[config.mk]
export PLATFORM = sky130hd
export DESIGN_NAME = load_switch_channel_controller_unit
export DESIGN_NICKNAME = d
export VERILOG_FILES = /design/src/sv/lsc_pkg.sv /design/src/sv/lsc_eval.sv /design/src/sv/load_switch_channel_controller_unit.sv
export SDC_FILE = /design/constraint.sdc
export NUM_CORES = 1
export LEC_CHECK = 0
export BUFFER_PORTS_ARGS = -buffer_cell sky130_fd_sc_hd__buf_2
export CAP_MARGIN = 30
export CORE_ASPECT_RATIO = 1.2
export CORE_MARGIN = 2
export CORE_UTILIZATION = 42
export CTS_CLUSTER_SIZE = 12
export DETAILED_ROUTE_END_ITERATION = 8
export GPL_TIMING_DRIVEN = 0
export HOLD_SLACK_MARGIN = 0.06
export PLACE_DENSITY = 0.57
export SLEW_MARGIN = 20
export SYNTH_ARGS = -nofsm -noshare
export SYNTH_HDL_FRONTEND = slang
export SYNTH_SLANG_ARGS = --single-unit
[constraint.sdc]
create_clock -name clock -period 9.5 [get_ports clock]
set_input_delay 0.95 -clock clock [delete_from_list [all_inputs] [get_ports clock]]
set_output_delay 0.95 -clock clock [all_outputs]
set_load 0.02 [all_outputs]
[src/sv/lsc_pkg.sv]
// ----------------------------------------------------------------------------
// Load switch channel controller package
// Types, codes and constant tables shared by the channel controller files.
// ----------------------------------------------------------------------------
`default_nettype none

package lsc_pkg;

   localparam int DUTY_FULL  = 1000;
   localparam int DUTY_W     = 10;
   localparam int PCT_MAX    = 100;
   localparam int PCT_W      = 7;
   localparam int SEC_TO_MS  = 1000;
   localparam int MS_LIMIT_W = 26;
   localparam int CLOCK_W    = 32;
   localparam int CSR_ADDR_W = 3;
   localparam int CSR_DATA_W = 16;

   typedef enum logic [CSR_ADDR_W-1:0] {
      CSR_SOURCE_SELECT = 3'd0,
      CSR_OPTION_FLAGS  = 3'd1,
      CSR_PWM_PERCENT   = 3'd2,
      CSR_HEATER_PCT    = 3'd3,
      CSR_CUTOFF_VOLT   = 3'd4,
      CSR_MAX_ON_SEC    = 3'd5,
      CSR_OFF_DELAY_SEC = 3'd6
   } csr_index_type;

   typedef enum logic [3:0] {
      SRC_OFF      = 4'd0,
      SRC_IGNITION = 4'd1,
      SRC_ALWAYS   = 4'd2,
      SRC_LOW_BEAM = 4'd3,
      SRC_HIGH     = 4'd4,
      SRC_ANY_BEAM = 4'd5,
      SRC_ANY_TURN = 4'd6,
      SRC_LEFT     = 4'd7,
      SRC_RIGHT    = 4'd8,
      SRC_HAZARD   = 4'd9,
      SRC_HEATER   = 4'd10,
      SRC_STOP     = 4'd11
   } source_type;

   localparam int OPT_PWM    = 0;
   localparam int OPT_ENGINE = 1;
   localparam int OPT_CUTOFF = 2;
   localparam int OPT_MAX_ON = 3;
   localparam int OPT_DELAY  = 4;

   localparam int SIG_IGN      = 0;
   localparam int SIG_LOW      = 1;
   localparam int SIG_HIGH     = 2;
   localparam int SIG_ANY_BEAM = 3;
   localparam int SIG_ANY_TURN = 4;
   localparam int SIG_LEFT     = 5;
   localparam int SIG_RIGHT    = 6;
   localparam int SIG_HAZARD   = 7;
   localparam int SIG_STOP     = 8;

   typedef struct packed {
      logic [3:0]            source_select;
      logic [4:0]            option_flags;
      logic [7:0]            pwm_percent;
      logic [15:0]           heater_percents;
      logic [15:0]           cutoff_voltage;
      logic [MS_LIMIT_W-1:0] max_on_ms;
      logic [MS_LIMIT_W-1:0] off_delay_ms;
   } cfg_type;

   typedef struct packed {
      logic        ms_tick;
      logic [8:0]  signal_bits;
      logic [1:0]  heater_level;
      logic        engine_running;
      logic [15:0] supply_voltage;
      logic        channel_enable;
   } req_type;

   typedef struct packed {
      logic [CLOCK_W-1:0] ms_clock;
      logic [CLOCK_W-1:0] press_stamp;
      logic [CLOCK_W-1:0] release_stamp;
      logic [1:0]         latched_trigger;
   } state_type;

   typedef struct packed {
      logic [DUTY_W-1:0] duty;
      logic              output_on;
   } rsp_type;

   typedef logic [DUTY_W-1:0] duty_table_type [0:PCT_MAX];

   function automatic duty_table_type build_duty_table();
      duty_table_type t;
      for (int i = 0; i <= PCT_MAX; i++) begin
         t[i] = DUTY_W'((i * DUTY_FULL) / PCT_MAX);
      end
      return t;
   endfunction

   localparam duty_table_type DUTY_TABLE = build_duty_table();

   function automatic logic [DUTY_W-1:0] percent_duty(input logic [7:0] pct);
      logic [PCT_W-1:0] idx;
      idx = (pct > 8'(PCT_MAX)) ? PCT_W'(PCT_MAX) : pct[PCT_W-1:0];
      return DUTY_TABLE[idx];
   endfunction

endpackage

`default_nettype wire

[src/sv/lsc_eval.sv]
// ----------------------------------------------------------------------------
// Channel evaluation
// Trigger selection, timestamps, gating and duty for one request.
// ----------------------------------------------------------------------------
`default_nettype none

module lsc_eval (
   input  lsc_pkg::cfg_type   cfg,
   input  lsc_pkg::req_type   req,
   input  lsc_pkg::state_type state_q,
   output lsc_pkg::state_type state_d,
   output lsc_pkg::rsp_type   rsp
);
   import lsc_pkg::*;

   logic [CLOCK_W-1:0] clock_n;
   logic [1:0]         trig;
   logic               opt_engine;
   logic               opt_delay;
   logic               max_on_expired;
   logic               delay_active;
   logic               can_on;

   always_comb begin
      unique case (cfg.source_select)
         SRC_IGNITION: trig = {1'b0, req.signal_bits[SIG_IGN]};
         SRC_ALWAYS:   trig = 2'd1;
         SRC_LOW_BEAM: trig = {1'b0, req.signal_bits[SIG_LOW]};
         SRC_HIGH:     trig = {1'b0, req.signal_bits[SIG_HIGH]};
         SRC_ANY_BEAM: trig = {1'b0, req.signal_bits[SIG_ANY_BEAM]};
         SRC_ANY_TURN: trig = {1'b0, req.signal_bits[SIG_ANY_TURN]};
         SRC_LEFT:     trig = {1'b0, req.signal_bits[SIG_LEFT]};
         SRC_RIGHT:    trig = {1'b0, req.signal_bits[SIG_RIGHT]};
         SRC_HAZARD:   trig = {1'b0, req.signal_bits[SIG_HAZARD]};
         SRC_HEATER:   trig = (req.heater_level == 2'd3) ? 2'd2 : req.heater_level;
         SRC_STOP:     trig = {1'b0, req.signal_bits[SIG_STOP]};
         default:      trig = 2'd0;
      endcase
   end

   always_comb begin
      clock_n = state_q.ms_clock + CLOCK_W'(req.ms_tick);
      state_d = state_q;
      state_d.ms_clock = clock_n;
      if (trig != state_q.latched_trigger) begin
         if (trig != 2'd0) begin
            state_d.press_stamp = clock_n;
         end else begin
            state_d.release_stamp = clock_n;
         end
         state_d.latched_trigger = trig;
      end
   end

   always_comb begin
      opt_engine = cfg.option_flags[OPT_ENGINE] && (cfg.source_select != SRC_ALWAYS);
      opt_delay  = cfg.option_flags[OPT_DELAY] && (cfg.source_select != SRC_ALWAYS)
                   && (cfg.source_select != SRC_HEATER);
      max_on_expired = cfg.option_flags[OPT_MAX_ON] && (state_d.press_stamp != '0)
                       && ((clock_n - state_d.press_stamp) > CLOCK_W'(cfg.max_on_ms));
      delay_active = opt_delay && (state_d.release_stamp != '0)
                     && ((clock_n - state_d.release_stamp) < CLOCK_W'(cfg.off_delay_ms));

      if (!req.channel_enable) begin
         can_on = 1'b0;
      end else if (opt_engine && !req.engine_running) begin
         can_on = 1'b0;
      end else if (cfg.option_flags[OPT_CUTOFF] && (req.supply_voltage < cfg.cutoff_voltage)) begin
         can_on = 1'b0;
      end else if (max_on_expired) begin
         can_on = 1'b0;
      end else if (state_d.latched_trigger == 2'd0) begin
         can_on = delay_active;
      end else begin
         can_on = 1'b1;
      end

      rsp.output_on = can_on;
      if (!can_on) begin
         rsp.duty = '0;
      end else if (cfg.source_select == SRC_HEATER) begin
         if (state_d.latched_trigger == 2'd1) begin
            rsp.duty = percent_duty(cfg.heater_percents[7:0]);
         end else begin
            rsp.duty = percent_duty(cfg.heater_percents[15:8]);
         end
      end else if (cfg.option_flags[OPT_PWM]) begin
         rsp.duty = percent_duty(cfg.pwm_percent);
      end else begin
         rsp.duty = DUTY_W'(DUTY_FULL);
      end
   end

endmodule

`default_nettype wire

[src/sv/load_switch_channel_controller_unit.sv]
// ----------------------------------------------------------------------------
// Load switch channel controller
// One vehicle power output channel with trigger selection and timed gating.
// ----------------------------------------------------------------------------
// The request channel carries one sample of the vehicle signals per request,
// with a flag that advances the internal millisecond clock. Each request
// yields exactly one response on the rsp_ channel: the duty compare value
// and the output state. Both channels use valid and stall.
// A request is registered at acceptance, and its response and the channel state
// are registered from it when the response stage advances; one request is taken
// every cycle while the receiver does not stall.
// While the receiver stalls, the response holds and one more request can be
// taken into the input register; after that the request side stalls too.
// Configuration must be written on the csr_ port only while no request is
// in flight (not enforced); second limits become milliseconds when written.
// Synchronous reset clears the clock, timestamps, trigger, configuration
// and both valid flags; the block takes requests in the cycle after reset.
// ----------------------------------------------------------------------------
`default_nettype none

module load_switch_channel_controller_unit (
   input  wire                           clock,
   input  wire                           reset,
   input  wire                           req_valid,
   output logic                          req_stall,
   input  wire                           req_ms_tick,
   input  wire  [8:0]                    req_signal_bits,
   input  wire  [1:0]                    req_heater_level,
   input  wire                           req_engine_running,
   input  wire  [15:0]                   req_supply_voltage,
   input  wire                           req_channel_enable,
   output logic                          rsp_valid,
   input  wire                           rsp_stall,
   output logic [lsc_pkg::DUTY_W-1:0]    rsp_duty,
   output logic                          rsp_output_on,
   input  wire                           csr_we,
   input  wire  [lsc_pkg::CSR_ADDR_W-1:0] csr_addr,
   input  wire  [lsc_pkg::CSR_DATA_W-1:0] csr_wdata
);
   import lsc_pkg::*;

   cfg_type   cfg_ff;
   state_type state_ff;
   state_type state_in;
   req_type   req_ff;
   logic      req_valid_ff;
   rsp_type   rsp_in;
   rsp_type   rsp_ff;
   logic      rsp_valid_ff;
   logic      advance;

   assign advance   = !rsp_valid_ff || !rsp_stall;
   assign req_stall = req_valid_ff && !advance;

   lsc_eval u_eval (
      .cfg     (cfg_ff),
      .req     (req_ff),
      .state_q (state_ff),
      .state_d (state_in),
      .rsp     (rsp_in)
   );

   always_ff @(posedge clock) begin
      if (reset) begin
         cfg_ff <= '0;
      end else if (csr_we) begin
         unique case (csr_addr)
            CSR_SOURCE_SELECT: cfg_ff.source_select   <= csr_wdata[3:0];
            CSR_OPTION_FLAGS:  cfg_ff.option_flags    <= csr_wdata[4:0];
            CSR_PWM_PERCENT:   cfg_ff.pwm_percent     <= csr_wdata[7:0];
            CSR_HEATER_PCT:    cfg_ff.heater_percents <= csr_wdata;
            CSR_CUTOFF_VOLT:   cfg_ff.cutoff_voltage  <= csr_wdata;
            CSR_MAX_ON_SEC:    cfg_ff.max_on_ms       <= MS_LIMIT_W'(csr_wdata * SEC_TO_MS);
            CSR_OFF_DELAY_SEC: cfg_ff.off_delay_ms    <= MS_LIMIT_W'(csr_wdata * SEC_TO_MS);
            default: ;
         endcase
      end
   end

   always_ff @(posedge clock) begin
      if (reset) begin
         req_valid_ff <= 1'b0;
         rsp_valid_ff <= 1'b0;
         state_ff     <= '0;
      end else begin
         if (!req_stall) begin
            req_valid_ff <= req_valid;
         end
         if (advance) begin
            rsp_valid_ff <= req_valid_ff;
            if (req_valid_ff) begin
               state_ff <= state_in;
            end
         end
      end
   end

   always_ff @(posedge clock) begin
      if (!req_stall) begin
         req_ff <= '{ms_tick:        req_ms_tick,
                     signal_bits:    req_signal_bits,
                     heater_level:   req_heater_level,
                     engine_running: req_engine_running,
                     supply_voltage: req_supply_voltage,
                     channel_enable: req_channel_enable};
      end
      if (advance && req_valid_ff) begin
         rsp_ff <= rsp_in;
      end
   end

   assign rsp_valid     = rsp_valid_ff;
   assign rsp_duty      = rsp_ff.duty;
   assign rsp_output_on = rsp_ff.output_on;

endmodule

`default_nettype wire

## After elaboration in Yosys (flattened, before gate mapping)

Memory sizes are Yosys's and may differ from the RTL's.
Index checks and enable logic that the tools add are counted.
W data, S select, Z words.

| storage, ports and cells | value |
|---|---|
| bits of input ports | 54 |
| output and inout port bits | 13 |
| register bits after elaboration | 236 |
| bits in read-only memories | 3,840 |
| memories | 3 |

Memories:

| name | depth | width | read ports | clocked after memory_dff | wr ports | RTL line | text |
|---|---|---|---|---|---|---|---|
| (name not given) | 128 | 10 | 1 | 0 | 0 | lsc_pkg.sv:106 | `return DUTY_TABLE[idx];` |
| (name not given) | 128 | 10 | 1 | 0 | 0 | lsc_pkg.sv:106 |  |
| (name not given) | 128 | 10 | 1 | 0 | 0 | lsc_pkg.sv:106 |  |

| cells by class | value |
|---|---|
| order comparisons | 9 |
| multipliers | 1 |
| muxes and demuxes | 22 |
| equal/unequal tests | 22 |
| bitwise gates (word level) | 3 |
| reduce and logical (&&, ||, !) cells | 29 |
| add/subtract/negate cells | 3 |

Operator list:

| cell | number |
|---|---|
| $mux W10 | 9 |
| $mux W66 | 1 |
| $mux W32 | 2 |
| $reduce_bool A32 Y1 | 2 |
| $sub A32 B32 Y32 | 2 |
| $add A32 B1 Y32 | 1 |
| $gt A32 B26 Y1 | 1 |
| $lt A32 B26 Y1 | 1 |
| $ge A8 B8 Y1 const B | 3 |
| $gt A8 B7 Y1 const B | 3 |
| $not A7 Y8 | 3 |
| $mul A16 B7 Y23 const B | 1 |
| $pmux W2 S11 | 1 |
| $mux W7 | 3 |
| $eq A4 B3 Y1 const B | 4 |
| $eq A4 B4 Y1 const B | 4 |
| $lt A16 B16 Y1 | 1 |
| $reduce_and A2 Y1 | 8 |
| $logic_and A1 B1 Y1 | 11 |
| $eq A3 B3 Y1 const B | 3 |
| $eq A4 B2 Y1 const B | 2 |
| $eq A3 B2 Y1 const B | 2 |
| $mux W1 | 5 |
| $eq A4 B1 Y1 const B | 1 |
| other kinds (12) | 15 |

## Depth between registers and ports, before layout

| logic depth | value |
|---|---|
| depth in word-level cells | 14 |
| depth in mapped cells | 34 |
| mapped depth without buffers | 32 |

## By module

From an unflattened synthesis, not the netlist that was laid out.

| second synthesis, totals | value |
|---|---|
| cell total of the unflattened synthesis | 2,773 |
| area, all modules | 20,743.6 um^2 |

Modules (own cells, without submodules):

| module | seq. area each (um^2) | area each (um^2) | instances | cells an instance |
|---|---|---|---|---|
| load_switch_channel_controller_unit | 5,134.9 | 10,865.4 | 1 | 1,196 |
| lsc_eval | 0.0 | 9,878.2 | 1 | 1,577 |

## Worst setup path after synthesis

OpenSTA, ideal clock, no wires.

| path | value |
|---|---|
| path kind | reg2reg |
| from | register cfg_ff[98] in the netlist's numbering |
| to | register rsp_ff, in the netlist rsp_duty[1], data pin |
| stages on the path, launching flop included | 32 |
| slack | 2,910 ps |
| arrival time | 6,437 ps |
| data required time | 9,347 ps |
| cell sequence | dfxtp_1 > buf_6 > mux4_2 > a211o_1 > buf_6 > nor2_1 > buf_2 > clkbuf_1 > mux2i_1 > ha_1 > a21oi_1 > o21ai_0 > nor3_1 > a21oi_2 > or2_4 > and2_1 > o21a_1 > o21a_1 > nor2_1 > xnor2_1 > ha_1 > o21a_1 > o21ai_0 > a21oi_1 > or3_1 > nand3_1 > nand3_1 > nor3_1 > nand4_1 > o41a_1 > buf_6 > nor3_2 |

| on the way | value |
|---|---|
| longest elaborated chain between the ends | 13 |

Ends and longest elaborated chain:

| what | RTL line | text |
|---|---|---|
| start: declaration | load_switch_channel_controller_unit.sv:42 | `cfg_type cfg_ff;` |
| $eq A4 B4 Y1 (tied with other cells) | lsc_eval.sv:25 | `unique case (cfg.source_select)` |
| $pmux W2 S11 | lsc_eval.sv:25 |  |
| $reduce_bool A2 Y1 | lsc_eval.sv:46 | `if (trig != 2'd0) begin` |
| $mux W32 | lsc_eval.sv:46 |  |
| $mux W66 | lsc_eval.sv:45 | `if (trig != state_q.latched_trigger) begin` |
| $sub A32 B32 Y32 or $reduce_bool A32 Y1 (tied branches) | lsc_eval.sv:62, lsc_eval.sv:61 |  |
| $lt A32 B26 Y1 or $logic_and A1 B1 Y1 (tied branches) | lsc_eval.sv:62, lsc_eval.sv:61 |  |
| $logic_and A1 B1 Y1 | lsc_eval.sv:62 | `&& ((clock_n - state_d.release_stamp) < CLOCK_W'(cfg.off_delay_ms));` |
| $mux W1 | lsc_eval.sv:72 | `end else if (state_d.latched_trigger == 2'd0) begin` |
| $mux W1 | lsc_eval.sv:70 | `end else if (max_on_expired) begin` |
| $mux W1 | lsc_eval.sv:68 | `end else if (cfg.option_flags[OPT_CUTOFF] && (req.supply_voltage < cfg.cutoff_voltage)) begin` |
| $mux W1 | lsc_eval.sv:66 | `end else if (opt_engine && !req.engine_running) begin` |
| $mux W1 | lsc_eval.sv:64 | `if (!req.channel_enable) begin` |
| end signal: assignment | load_switch_channel_controller_unit.sv:108 | `rsp_ff <= rsp_in;` |
| end: declaration | load_switch_channel_controller_unit.sv:48 | `rsp_type rsp_ff;` |

Several ways; a longest one is shown, not always the timed one.
A chain may end at the register's enable or synchronous reset.

## Final worst setup path

| path | value |
|---|---|
| from | register cfg_ff[97] in the netlist's numbering |
| to | register rsp_ff, in the netlist rsp_duty[9], data pin |

The elaborated chain is that of the path after synthesis.

==> flow_metrics.py <==
metrics = {
    "run_status": {
        "status": "finished, final reports clean",
    },
    "clocking": {
        "postCtsHoldBufs": 0,
        "cts_htree_levels": 1,
        "cts_buffers": 30,
        "clock_path_buffers": 3,
        "cts_tree": "built",
        "cts.sinks": 235,
        "post_cts_buffers": 0,
        "cts_root_buf": "clkbuf_16",
        "clock_latency_ns": 0.60,
        "clk_pin_slew_ns": 0.07,
    },
    "worst_setup_path": {
        "cp-start-kind": "flop",
        "cp-endpoint": "rsp_duty[9]",
        "r2r_end": "rsp_duty[9]",
        "cp_slowest_stage_delay_ns": 0.63,
        "crit_start": "cfg_ff[97]",
        "crit_fanout": 10,
        "crit_path_end_kind": "flop",
        "path_class": "flop to flop",
        "timing.rr.start": "cfg_ff[97]",
        "arrival_ns": 9.30,
        "reg2reg_depth": 31,
        "critPathRequiredTime_ns": 9.93,
        "cp_slowest_cell": "a2111oi_0",
        "r2r_slack_ns": 0.63,
    },
    "sta": {
        "fin_skew_ns": 0.0363,
        "rsz0062_at_grt": "no",
        "hold_violations": 0,
        "period_share": 0.934,
        "fin_ws_ns": 0.632,
        "slew_headroom": 0.276,
        "fin_tns_setup_ns": 0,
        "max_freq_mhz": 113,
        "maxSlewViolCount": 0,
        "worstMarginPinSlew_ns": 1.08,
        "final.min_clock_period_ns": 8.87,
        "whs_ns": 0.454,
        "setup-violations-final": 0,
    },
    "cells_and_area": {
        "fill_cells": 4560,
        "areaGrowthSynthToFinish_pct": 11.2,
        "final_layout_size_suffix_gt1_frac": 0.0721,
        "stdcell_area_mm2": 0.0214,
        "final_nets": 2830,
        "layout.cells.non_filler": 3176,
        "antenna_cells": 0,
    },
    "placement": {
        "gp_congestion": 1.05,
        "placed_cells": 3117,
        "place_ws_ns": 0.345,
        "dpl_cell_area_mm2": 0.0204,
        "dp_hpwl_um": 50700,
        "io_buffers": 65,
    },
    "pwr": {
        "p_sw_frac": 0.383,
        "p_clk_frac": 0.305,
        "p_per_area_mw_per_mm2": 178,
        "power_switching_mw": 1.46,
        "power_frac_seq": 0.282,
        "ir_drop_uv": 168,
        "p_int_mw": 2.35,
        "cellLeakagePower_nw": 8.63,
        "power_frac_comb": 0.413,
    },
    "grt": {
        "grt_first_pass_wirelength_um": 97500,
        "grt_overflow_total": 0,
        "grt_pass1_vias": 17100,
        "grt_max_degree": 33,
        "grtUsageTotal": 0.267,
        "grt_antenna_before_repair": 2,
    },
    "synth": {
        "yosysMostFrequentCell": "nand2_1",
        "synth_commonest_cells": "nand2_1 (310), a21oi_1 (275), nor2_1 (262)",
        "syn-num-nets": 2724,
        "syn_inst": 2437,
        "netlist_area_mm2": 0.0192,
        "synth_warnings": 0,
        "synth_seq_cells": 235,
        "synth_area_leaders": "dfxtp_1 (20%), ha_1 (12%), a21oi_1 (7.2%)",
        "ys_seq_area_frac": 0.265,
        "yosysTopAreaCellShare": 0.203,
        "async_flop_share": 0,
        "synth_area_leader_cell": "dfxtp_1",
        "synth-main-ff-cell": "dfxtp_1",
        "synth_edf_count": 40,
        "synth_cell_types": 99,
        "postSynthAreaPerCell_um2": 7.89,
    },
    "drt": {
        "routed_wirelength_um": 63700,
        "avgRoutedWirePerCell_um": 20.0,
        "drc": 0,
        "drt-initial-drc-count": 1304,
        "ant_nets": 0,
        "vias_per_cell": 5.64,
        "dr.pass1.iters": 6,
        "vias": 17900,
    },
    "min_path": {
        "hold_class": "flop to flop",
    },
    "floorplan": {
        "ioPinCount": 67,
        "die_area_mm2": 0.0475,
        "start_util": 0.426,
        "core_mm2": 0.0451,
        "rows": 85,
        "die_h_um": 238,
        "dieWidth_um": 199,
    },
    "job": {
        "cap_viol_max_count": 0,
    },
}
## power groups by stage
stage          clock (mW)  combinational, mW  sequential, mW
6_report             1.16               1.58            1.08
5_1_grt              1.22               1.74            1.08
4_1_cts              1.19               1.57            1.08
3_5_place_dp            0               1.55            1.10
3_3_place_gp            0               1.53            1.10
2_1_floorplan           0               1.13            1.09
## stage by stage
stage	utilization	power [mW]
after global placement	0.451	2.62
after CTS	0.474	3.83
after detailed placement	0.451	2.65
final	0.474	3.81
after floorplan	-	2.22
after global routing	0.474	4.05
## registers in the layout (all words and copies together), names as in the netlist
signal,count
req_valid_ff,1
req_ff,30
rsp_duty,9
state_ff,98
rsp_valid,1
rsp_output_on,1
cfg_ff,95
## logic make-up (layout without fill, tap and decap cells)
| group | count (synthesis) | in the layout | share of synthesized area |
|---|---|---|---|
| simple gates | 892 | 892 | 0.215 |
| mux | 50 | 50 | 0.0271 |
| other cells | 1 | 1 | 0.000195 |
| flops | 235 | 235 | 0.265 |
| compound gates | 628 | 628 | 0.202 |
| buf+inv | 265 | 395 | 0.0546 |
| fa+ha+maj | 235 | 235 | 0.174 |
| xor+xnor | 131 | 131 | 0.0615 |
## worst max-delay path: cells and delay by family, from the launching register on
family | cells | cell delay (ns)
mux | 1 | 0.33
buf+inv | 4 | 1.33
compound gates | 12 | 3.60
flops | 1 | 0.29
fa+ha+maj | 2 | 0.50
simple gates | 11 | 2.49
xor+xnor | 1 | 0.10
## worst min path at each step
stage / startpoint / to / slack (ns) / cells past startpoint
2_1_floorplan: cfg_ff[10] / cfg_ff[10] / 0.44 / 2
3_3_place_gp: cfg_ff[10] / cfg_ff[10] / 0.44 / 2
3_5_place_dp: cfg_ff[10] / cfg_ff[10] / 0.45 / 2
4_1_cts: cfg_ff[10] / cfg_ff[10] / 0.46 / 2
5_1_grt: cfg_ff[44] / cfg_ff[44] / 0.47 / 2
6_report: cfg_ff[4] / cfg_ff[4] / 0.45 / 2
## layer usage
metal | share of wire | global-route usage | routed length (µm)
met1 | 0.41 | 0.326 | 26200
met2 | 0.46 | 0.440 | 29500
met3 | 0.047 | 0.0304 | 3000
met4 | 0.077 | 0.186 | 4890
met5 | 0.00042 | 0 | 27
## final cells by class
type,count,area [µm²],area share
plain buffers,123,520,0.0243
clock buffers,41,812,0.0380
clock inverters,15,183,0.00854
inverters,141,529,0.0248
multi-input cells,1937,13100,0.612
flip-flops and latches,235,5100,0.239
well taps,609,762,0.0356
repair buffers,75,383,0.0179
## timing repair
action | in CTS | in global routing
setup endpoints to repair | 0 | 10
hold endpoints to repair | 0 | 0
resized for setup | 0 | 2
## cell usage in the layout (no fill, tap or decap), types with 28 or more instances in the layout
| cell | count |
|---|---|
| ha_1 | 178 |
| a21oi_1 | 275 |
| clkbuf_1 | 97 |
| a21o_1 | 51 |
| or3_1 | 28 |
| nand2_1 | 310 |
| xor2_1 | 58 |
| fa_1 | 55 |
| nor2_1 | 262 |
| o21ai_0 | 101 |
| dfxtp_1 | 195 |
| buf_2 | 85 |
| nand4_1 | 37 |
| edfxtp_1 | 40 |
| a211oi_1 | 32 |
| inv_1 | 138 |
| mux2i_1 | 45 |
| nand3_1 | 60 |
| clkbuf_16 | 30 |
| xnor2_1 | 70 |
| nor3_1 | 53 |
No activity file was read; power rests on OpenSTA's default activity.
